$ cat src/hw/rtl/psq_pkg.sv
package psq_pkg;

    localparam int FRAC_BITS = 16;

    localparam int HZ_W     = 32;
    localparam int A4_W     = 26;
    localparam int MASK_W   = 12;
    localparam int LEAD_W   = 5;
    localparam int LOG_W    = LEAD_W + FRAC_BITS;
    localparam int MIDI_W   = FRAC_BITS + 11;
    localparam int N_W      = 10;
    localparam int OCT_W    = 6;
    localparam int PC_W     = FRAC_BITS + 4;
    localparam int TAB_W    = 17;
    localparam int PROD_W   = A4_W + TAB_W;
    localparam int CNT_W    = $clog2(FRAC_BITS);
    localparam int SHIFT_W  = 7;
    localparam int TARGET_W = 10;

    localparam logic [7:0]           OCT_RECIP    = 8'd171;
    localparam int                   OCT_RECIP_SH = 11;
    localparam logic [3:0]           SEMIS        = 4'd12;
    localparam logic [3:0]           LAST_SEMI    = 4'd11;
    localparam logic [4:0]           NOTE_OFFSET  = 5'd3;
    localparam logic [SHIFT_W-1:0]   SHIFT_BIAS   = 7'd22;
    localparam logic signed [MIDI_W-1:0] MIDI_A4  = MIDI_W'(69) <<< FRAC_BITS;

    localparam logic [A4_W-1:0]   A4_RESET   = 26'd28835840;
    localparam logic [MASK_W-1:0] MASK_RESET = 12'd4095;

    localparam logic REG_A4   = 1'b0;
    localparam logic REG_MASK = 1'b1;

    typedef enum logic [3:0] {
        ST_IDLE,
        ST_LOGA,
        ST_LOGH,
        ST_MIDI,
        ST_OCT,
        ST_PC,
        ST_SCAN,
        ST_NOTE,
        ST_PROD,
        ST_SHIFT
    } state_t;

    function automatic logic [LEAD_W-1:0] lead_one(input logic [HZ_W-1:0] x);
        logic [LEAD_W-1:0] pos;
        pos = '0;
        for (int i = 0; i < HZ_W; i++) begin
            if (x[i])
            begin
                pos = LEAD_W'(i);
            end
        end
        return pos;
    endfunction

    function automatic logic [TAB_W-1:0] semitone(input logic [3:0] r);
        logic [TAB_W-1:0] v;
        unique case (r)
            4'd0:    v = 17'd65536;
            4'd1:    v = 17'd69433;
            4'd2:    v = 17'd73562;
            4'd3:    v = 17'd77936;
            4'd4:    v = 17'd82570;
            4'd5:    v = 17'd87480;
            4'd6:    v = 17'd92682;
            4'd7:    v = 17'd98193;
            4'd8:    v = 17'd104032;
            4'd9:    v = 17'd110218;
            4'd10:   v = 17'd116772;
            4'd11:   v = 17'd123715;
            default: v = 17'd65536;
        endcase
        return v;
    endfunction

endpackage

$ cat src/hw/rtl/pitch_scale_quantizer.sv
// A zero input or a zero a4_hz is passed through without the log2; an input below note 0 is passed through after it.
// On the first beat after reset or after an a4_hz write, the reference log2 is rebuilt first.
// A new beat is taken only when the last one is through; busy is high meanwhile.
// Each log2 is 16 squaring steps on the shared 32x32 multiplier; the scale scan has 11 steps.
// Reset (rst_n, asynchronous, active low) restores a4_hz = 440 Hz and the full scale mask.
// The receiver cannot stall: each result beat is on the ports for one cycle with done high.
module pitch_scale_quantizer
    import psq_pkg::*;
(
    input  logic                clk,
    input  logic                rst_n,
    input  logic                start,
    input  logic [HZ_W-1:0]     hz_in,
    output logic                busy,
    output logic                done,
    output logic [HZ_W-1:0]     out_hz,
    output logic [7:0]          note,
    output logic                passed_through,
    input  logic                psel,
    input  logic                penable,
    input  logic                pwrite,
    input  logic [2:0]          paddr,
    input  logic [31:0]         pwdata,
    output logic [31:0]         prdata,
    output logic                pready
);

    state_t state_reg, state_next;

    logic [A4_W-1:0]          a4_reg;
    logic [MASK_W-1:0]        mask_reg;
    logic                     loga_valid_reg, loga_valid_next;
    logic [LOG_W-1:0]         loga_reg, loga_next;
    logic [HZ_W-1:0]          hz_reg, hz_next;
    logic [HZ_W-1:0]          m_reg, m_next;
    logic [LEAD_W-1:0]        lead_reg, lead_next;
    logic [FRAC_BITS-1:0]     frac_reg, frac_next;
    logic [CNT_W-1:0]         cnt_reg, cnt_next;
    logic signed [MIDI_W-1:0] midi_reg, midi_next;
    logic [OCT_W-1:0]         oct_reg, oct_next;
    logic [PC_W-1:0]          pc_reg, pc_next;
    logic [3:0]               k_reg, k_next;
    logic [3:0]               best_reg, best_next;
    logic [PC_W-1:0]          best_dist_reg, best_dist_next;
    logic [3:0]               r_reg, r_next;
    logic signed [SHIFT_W-1:0] s_reg, s_next;
    logic [TARGET_W-1:0]      target_reg, target_next;
    logic [PROD_W-1:0]        prod_reg, prod_next;
    logic                     done_reg, done_next;
    logic [HZ_W-1:0]          out_hz_reg, out_hz_next;
    logic [7:0]               note_reg, note_next;
    logic                     pass_reg, pass_next;

    logic                     cfg_wr;
    logic [HZ_W-1:0]          norm_src;
    logic [LEAD_W-1:0]        norm_lead;
    logic [HZ_W-1:0]          norm_m;
    logic [HZ_W-1:0]          mul_a, mul_b;
    logic [2*HZ_W-1:0]        mul_p;
    logic [HZ_W:0]            sq_t;
    logic                     sq_bit;
    logic [HZ_W-1:0]          m_step;
    logic [FRAC_BITS-1:0]     frac_step;
    logic                     log_last;
    logic signed [LOG_W:0]    d;
    logic signed [MIDI_W-1:0] d_ext;
    logic [N_W-1:0]           n_val;
    logic [N_W+7:0]           oct_prod;
    logic [TARGET_W-1:0]      oct12;
    logic [MIDI_W-1:0]        oct_off;
    logic signed [MIDI_W-1:0] pc_full;
    logic [PC_W-1:0]          kf;
    logic signed [PC_W:0]     kdiff;
    logic [PC_W-1:0]          k_dist;
    logic [4:0]               rsum;
    logic                     wrap;
    logic [2*HZ_W-1:0]        prod_ext;
    logic [2*HZ_W-1:0]        shifted;
    logic [SHIFT_W-1:0]       neg_s;

    assign pready = 1'b1;
    assign cfg_wr = psel && penable && pwrite && pready;
    assign busy   = (state_reg != ST_IDLE);

    assign done           = done_reg;
    assign out_hz         = out_hz_reg;
    assign note           = note_reg;
    assign passed_through = pass_reg;

    always_comb
    begin
        unique case (paddr[2])
            REG_A4:   prdata = {{(32-A4_W){1'b0}}, a4_reg};
            REG_MASK: prdata = {{(32-MASK_W){1'b0}}, mask_reg};
            default:  prdata = '0;
        endcase
    end

    always_ff @(posedge clk or negedge rst_n)
    begin
        if (!rst_n)
        begin
            a4_reg   <= A4_RESET;
            mask_reg <= MASK_RESET;
        end
        else if (cfg_wr)
        begin
            unique case (paddr[2])
                REG_A4:   a4_reg   <= pwdata[A4_W-1:0];
                REG_MASK: mask_reg <= pwdata[MASK_W-1:0];
                default:  ;
            endcase
        end
    end

    // shared multiplier: squaring in log2, a4 times semitone ratio later
    always_comb
    begin
        unique case (state_reg)
            ST_LOGA, ST_LOGH:
            begin
                mul_a = m_reg;
                mul_b = m_reg;
            end
            ST_PROD:
            begin
                mul_a = {{(HZ_W-A4_W){1'b0}}, a4_reg};
                mul_b = {{(HZ_W-TAB_W){1'b0}}, semitone(r_reg)};
            end
            default:
            begin
                mul_a = '0;
                mul_b = '0;
            end
        endcase
    end

    assign mul_p     = mul_a * mul_b;
    assign sq_t      = mul_p[2*HZ_W-1:HZ_W-1];
    assign sq_bit    = sq_t[HZ_W];
    assign m_step    = sq_bit ? sq_t[HZ_W:1] : sq_t[HZ_W-1:0];
    assign frac_step = {frac_reg[FRAC_BITS-2:0], sq_bit};
    assign log_last  = (cnt_reg == CNT_W'(FRAC_BITS - 1));

    always_comb
    begin
        priority if (state_reg == ST_IDLE && !loga_valid_reg)
        begin
            norm_src = {{(HZ_W-A4_W){1'b0}}, a4_reg};
        end
        else if (state_reg == ST_IDLE)
        begin
            norm_src = hz_in;
        end
        else
        begin
            norm_src = hz_reg;
        end
    end

    assign norm_lead = lead_one(norm_src);
    assign norm_m    = norm_src << (LEAD_W'(HZ_W - 1) - norm_lead);

    assign d        = $signed({1'b0, lead_reg, frac_reg}) - $signed({1'b0, loga_reg});
    assign d_ext    = {{(MIDI_W-LOG_W-1){d[LOG_W]}}, d};
    assign n_val    = midi_reg[FRAC_BITS+N_W-1:FRAC_BITS];
    assign oct_prod = n_val * OCT_RECIP;
    assign oct12    = TARGET_W'(oct_reg * SEMIS);
    assign oct_off  = MIDI_W'(oct12) << FRAC_BITS;
    assign pc_full  = midi_reg - $signed(oct_off);

    assign kf     = {k_reg, {FRAC_BITS{1'b0}}};
    assign kdiff  = $signed({1'b0, pc_reg}) - $signed({1'b0, kf});
    assign k_dist = kdiff[PC_W] ? PC_W'(-kdiff) : kdiff[PC_W-1:0];

    assign rsum = {1'b0, best_reg} + NOTE_OFFSET;
    assign wrap = (rsum >= {1'b0, SEMIS});

    assign prod_ext = {{(2*HZ_W-PROD_W){1'b0}}, prod_reg};
    assign neg_s    = SHIFT_W'(-s_reg);
    assign shifted  = s_reg[SHIFT_W-1] ? (prod_ext >> neg_s[4:0]) : (prod_ext << s_reg[4:0]);

    always_comb
    begin
        state_next      = state_reg;
        loga_valid_next = loga_valid_reg;
        loga_next       = loga_reg;
        hz_next         = hz_reg;
        m_next          = m_reg;
        lead_next       = lead_reg;
        frac_next       = frac_reg;
        cnt_next        = cnt_reg;
        midi_next       = midi_reg;
        oct_next        = oct_reg;
        pc_next         = pc_reg;
        k_next          = k_reg;
        best_next       = best_reg;
        best_dist_next  = best_dist_reg;
        r_next          = r_reg;
        s_next          = s_reg;
        target_next     = target_reg;
        prod_next       = prod_reg;
        done_next       = 1'b0;
        out_hz_next     = out_hz_reg;
        note_next       = note_reg;
        pass_next       = pass_reg;

        if (cfg_wr && paddr[2] == REG_A4)
        begin
            loga_valid_next = 1'b0;
        end

        unique case (state_reg)
            ST_IDLE:
            begin
                if (start)
                begin
                    hz_next   = hz_in;
                    m_next    = norm_m;
                    lead_next = norm_lead;
                    cnt_next  = '0;
                    priority if (hz_in == '0 || a4_reg == '0)
                    begin
                        done_next   = 1'b1;
                        out_hz_next = hz_in;
                        note_next   = '0;
                        pass_next   = 1'b1;
                    end
                    else if (!loga_valid_reg)
                    begin
                        state_next = ST_LOGA;
                    end
                    else
                    begin
                        state_next = ST_LOGH;
                    end
                end
            end

            ST_LOGA:
            begin
                m_next    = m_step;
                frac_next = frac_step;
                cnt_next  = cnt_reg + 1'b1;
                if (log_last)
                begin
                    loga_next       = {lead_reg, frac_step};
                    loga_valid_next = 1'b1;
                    m_next          = norm_m;
                    lead_next       = norm_lead;
                    cnt_next        = '0;
                    state_next      = ST_LOGH;
                end
            end

            ST_LOGH:
            begin
                m_next    = m_step;
                frac_next = frac_step;
                cnt_next  = cnt_reg + 1'b1;
                if (log_last)
                begin
                    state_next = ST_MIDI;
                end
            end

            ST_MIDI:
            begin
                midi_next  = MIDI_A4 + (d_ext <<< 3) + (d_ext <<< 2);
                state_next = ST_OCT;
            end

            ST_OCT:
            begin
                oct_next = oct_prod[OCT_RECIP_SH+OCT_W-1:OCT_RECIP_SH];
                if (midi_reg[MIDI_W-1])
                begin
                    done_next   = 1'b1;
                    out_hz_next = hz_reg;
                    note_next   = '0;
                    pass_next   = 1'b1;
                    state_next  = ST_IDLE;
                end
                else
                begin
                    state_next = ST_PC;
                end
            end

            ST_PC:
            begin
                pc_next        = pc_full[PC_W-1:0];
                best_dist_next = pc_full[PC_W-1:0];
                best_next      = '0;
                k_next         = 4'd1;
                state_next     = ST_SCAN;
            end

            ST_SCAN:
            begin
                if (mask_reg[k_reg])
                begin
                    priority if (!mask_reg[0] && best_reg == '0)
                    begin
                        best_next      = k_reg;
                        best_dist_next = k_dist;
                    end
                    else if (k_dist < best_dist_reg)
                    begin
                        best_next      = k_reg;
                        best_dist_next = k_dist;
                    end
                    else
                    begin
                        best_next = best_reg;
                    end
                end
                k_next = k_reg + 1'b1;
                if (k_reg == LAST_SEMI)
                begin
                    state_next = ST_NOTE;
                end
            end

            ST_NOTE:
            begin
                r_next      = wrap ? 4'(rsum - {1'b0, SEMIS}) : rsum[3:0];
                s_next      = $signed({1'b0, oct_reg}) + $signed({6'b0, wrap})
                              - $signed(SHIFT_BIAS);
                target_next = oct12 + {{(TARGET_W-4){1'b0}}, best_reg};
                state_next  = ST_PROD;
            end

            ST_PROD:
            begin
                prod_next  = mul_p[PROD_W-1:0];
                state_next = ST_SHIFT;
            end

            ST_SHIFT:
            begin
                done_next   = 1'b1;
                out_hz_next = (shifted[2*HZ_W-1:HZ_W] != '0) ? '1 : shifted[HZ_W-1:0];
                note_next   = (target_reg > TARGET_W'(255)) ? 8'd255 : target_reg[7:0];
                pass_next   = 1'b0;
                state_next  = ST_IDLE;
            end

            default:
            begin
                state_next = ST_IDLE;
            end
        endcase
    end

    always_ff @(posedge clk or negedge rst_n)
    begin
        if (!rst_n)
        begin
            state_reg      <= ST_IDLE;
            loga_valid_reg <= 1'b0;
            cnt_reg        <= '0;
            k_reg          <= '0;
            done_reg       <= 1'b0;
        end
        else
        begin
            state_reg      <= state_next;
            loga_valid_reg <= loga_valid_next;
            cnt_reg        <= cnt_next;
            k_reg          <= k_next;
            done_reg       <= done_next;
        end
    end

    always_ff @(posedge clk)
    begin
        loga_reg      <= loga_next;
        hz_reg        <= hz_next;
        m_reg         <= m_next;
        lead_reg      <= lead_next;
        frac_reg      <= frac_next;
        midi_reg      <= midi_next;
        oct_reg       <= oct_next;
        pc_reg        <= pc_next;
        best_reg      <= best_next;
        best_dist_reg <= best_dist_next;
        r_reg         <= r_next;
        s_reg         <= s_next;
        target_reg    <= target_next;
        prod_reg      <= prod_next;
        out_hz_reg    <= out_hz_next;
        note_reg      <= note_next;
        pass_reg      <= pass_next;
    end

endmodule
$ cat config.mk
export PLATFORM = sky130hd
export DESIGN_NAME = pitch_scale_quantizer
export DESIGN_NICKNAME = d
export VERILOG_FILES = /design/src/hw/rtl/psq_pkg.sv /design/src/hw/rtl/pitch_scale_quantizer.sv
export SDC_FILE = /design/constraint.sdc
export NUM_CORES = 2
export LEC_CHECK = 0
export CORE_ASPECT_RATIO = 0.8
export CORE_MARGIN = 4
export CORE_UTILIZATION = 42
export CTS_CLUSTER_DIAMETER = 100
export DETAILED_ROUTE_END_ITERATION = 16
export DONT_BUFFER_PORTS = 1
export GPL_ROUTABILITY_DRIVEN = 0
export SLEW_MARGIN = 10
export SYNTH_ARGS = -nofsm -noshare
export SYNTH_HDL_FRONTEND = slang
export SYNTH_SLANG_ARGS = --single-unit
$ cat constraint.sdc
create_clock -name clk -period 12.5 [get_ports clk]
set_input_delay 1.25 -clock clk [delete_from_list [all_inputs] [get_ports clk]]
set_output_delay 1.25 -clock clk [all_outputs]
set_load 0.01 [all_outputs]
==> reports/metrics.yaml <==
worstPathRequired_ns: 12.87
drc: 0
synth_warnings: 0
synthCells: 6298
chipWidth_um: 424
core-area_sq_um: 137000
die-area_sq_um: 144000
grt-ovfl-total: 0
port_buffers: 0
tns_ns: 0
grt.busiest_layer: "met2"
drt_iter0_markers: 5330
path_clk_slew_ns: 0.06
fill_cells: 13057
setup.worst_path.class: "flip-flop to flip-flop"
max_clock_freq_mhz: 85.5
crit_top_cell: "fa_1"
grt_pass1_wl_um: 287000
rsz0062_at_grt: "false"
synth_top_area_share_pct: 31.3
status: "complete, no violations"
hold_viol: 0
nNetsFinal: 7589
max_slew_margin_pct: 19.0
ys.flop_type: "edfxtp_1"
vias: 46410
cp_data_arrival_time_ns: 12.07
grt_max_degree: 128
drt_first_pass_iters: 10
synthTopCellsByArea: "fa_1 31%, edfxtp_1 15%, ha_1 9.0%, inv_1 7.4%, nor2_1 4.8%"
use_met3_pct: 6.87
largest_register_ffs: 43
fin_crit_sh_pct: 93.6
synthTopCellsByCount: "1,138 x inv_1, 908 x fa_1, 735 x nor2_1"
dpl_worst_slack_ns: 0.985
crit_start: "state_reg[0]"
layout_min_cycle_time_ns: 11.70
cp-start-kind: "flip-flop"
syn_to_final_growth_pct: 6.60
tightest_slew_ns: 1.22
die_height_um: 341
finalSetupViolCount: 0
slew_violations: 0
use_met1_pct: 36.7
yosysSeqAreaShare_pct: 17.4
crit_slowest_cell: "a2111oi_0"
syn-cell-area_sq_um: 58100
cts_tree: "done"
viasPerCell: 5.75
postCtsSetupRepairBufs: 0
dp_hpwl_um: 153000
rows: 121
ys_seq_elements: 349
drt_wl_total_um: 189000
grt_usage_pct: 26.1
antenna_left: 0
min_path_type: "input pin to async pin"
crit_path_end_kind: "flip-flop"
insertion_delay_ns: 0.64
yosysMostFrequentCell: "inv_1"
ctsResizeCount: 0
r2r-start: "state_reg[0]"
numCtsBuffers: 42
synth_area_leader_cell: "fa_1"
start_util_pct: 42.5
crit_fanout: 26
async_flop_share_pct: 14.9
synth_cell_type_count: 101
antenna_found_initial: 8
maxCapViolCount: 0
cts_sinks: 349
ios: 149
grt_pass1_vias: 46351
grtUsageMet2_pct: 38.0
synth_edf_count: 281
cts-root-buf: "clkbuf_16"
finClkSkew_ns: 0.0624
cts_max_level: 2
syn_avg_cell_area_sq_um: 9.22
cpPeakStageDelay_ns: 0.82
cts_hold_repair.buffers: 0
fin_ws_ns: 0.799
clockBufferDepth: 3
routedWlPerCell_um: 23.4
drive_gt1_share_pct: 7.54
per-layer routing:
layer	up-vias	share of wire, %
li1	20322	-
met1	23159	42
met2	2482	42
met3	443	11
met4	4	5.1
met5	-	0.014
cell type report:
class / instances / area, sq um / area share, %
antenna: 7 / 17.5 / 0.0283
clock buffer: 49 / 1090 / 1.76
clock inverter: 29 / 372 / 0.600
inverter: 1152 / 4320 / 6.99
multi-input combinational: 4485 / 42500 / 68.7
sequential: 349 / 10100 / 16.3
tap: 1845 / 2310 / 3.73
timing repair buffer: 159 / 1210 / 1.95
cells in the final DEF, fill, tap and decap left out, types with 18 or more instances in the layout:
cell,instances
inv_1,1138
fa_1,908
nor2_1,730
nand2_1,623
ha_1,418
edfxtp_1,281
a21oi_1,224
buf_4,158
mux2i_1,147
o21ai_0,139
xnor2_1,99
mux2_2,97
nor3_1,84
nand3_1,84
o211ai_1,76
a21o_1,58
mux4_2,43
clkbuf_16,42
a22oi_1,41
xor2_1,38
a31oi_1,37
nor2b_1,36
nand2b_1,35
a22o_1,35
and3_1,35
a221o_1,35
a211oi_1,34
dfrtp_1,34
nand4_1,30
and2_1,25
nor4_1,24
o21a_1,24
or3_1,21
o21ai_1,21
o31ai_1,20
o22ai_1,18
critical path, delay by kind of cell (launching register included):
kind	cells	cell delay (ns)
buf+inv	5	1.61
flops	1	0.63
xor+xnor	1	0.20
compound gates	9	3.13
simple gates	5	1.72
fa+ha+maj	9	4.11
path summary, 6_finish.rpt:
kind,depth (start not counted),slack (ns),endpoint
setup / recovery,29,0.80,m_reg[29]
hold / removal,0,0.30,done
setup reg to reg,29,0.80,m_reg[29]
hold reg to reg,0,0.45,pc_reg[7]
max in group asynchronous,0,11.96,mask_reg[0]
min in group clk,0,0.45,pc_reg[7]
metrics by stage:
step	hold slack (ns)	util [%]	cell area, sq um	std cells
floorplan	0.422	-	58100	6303
global placement	0.437	44.2	60400	7990
detailed placement	0.443	44.2	60400	7990
CTS	0.266	45.3	61900	8068
global route	0.277	45.3	61900	8074
finish	0.303	45.3	61900	8075
kinds of logic after synthesis:
kind of cell               share of synthesized area (%)
and+or+nand+nor                                     13.0
buffers and inverters                               9.78
adders and majority gates                           40.3
AOI/OAI and AO/OA                                   11.2
DFF                                                 17.4
muxes                                               6.15
xor gates and xnor gates                            2.10
other                                             0.0129
Power is left out: the tool's default activity adds up to more than one toggle a clock period on the data nets, which glitch-free logic cannot reach.
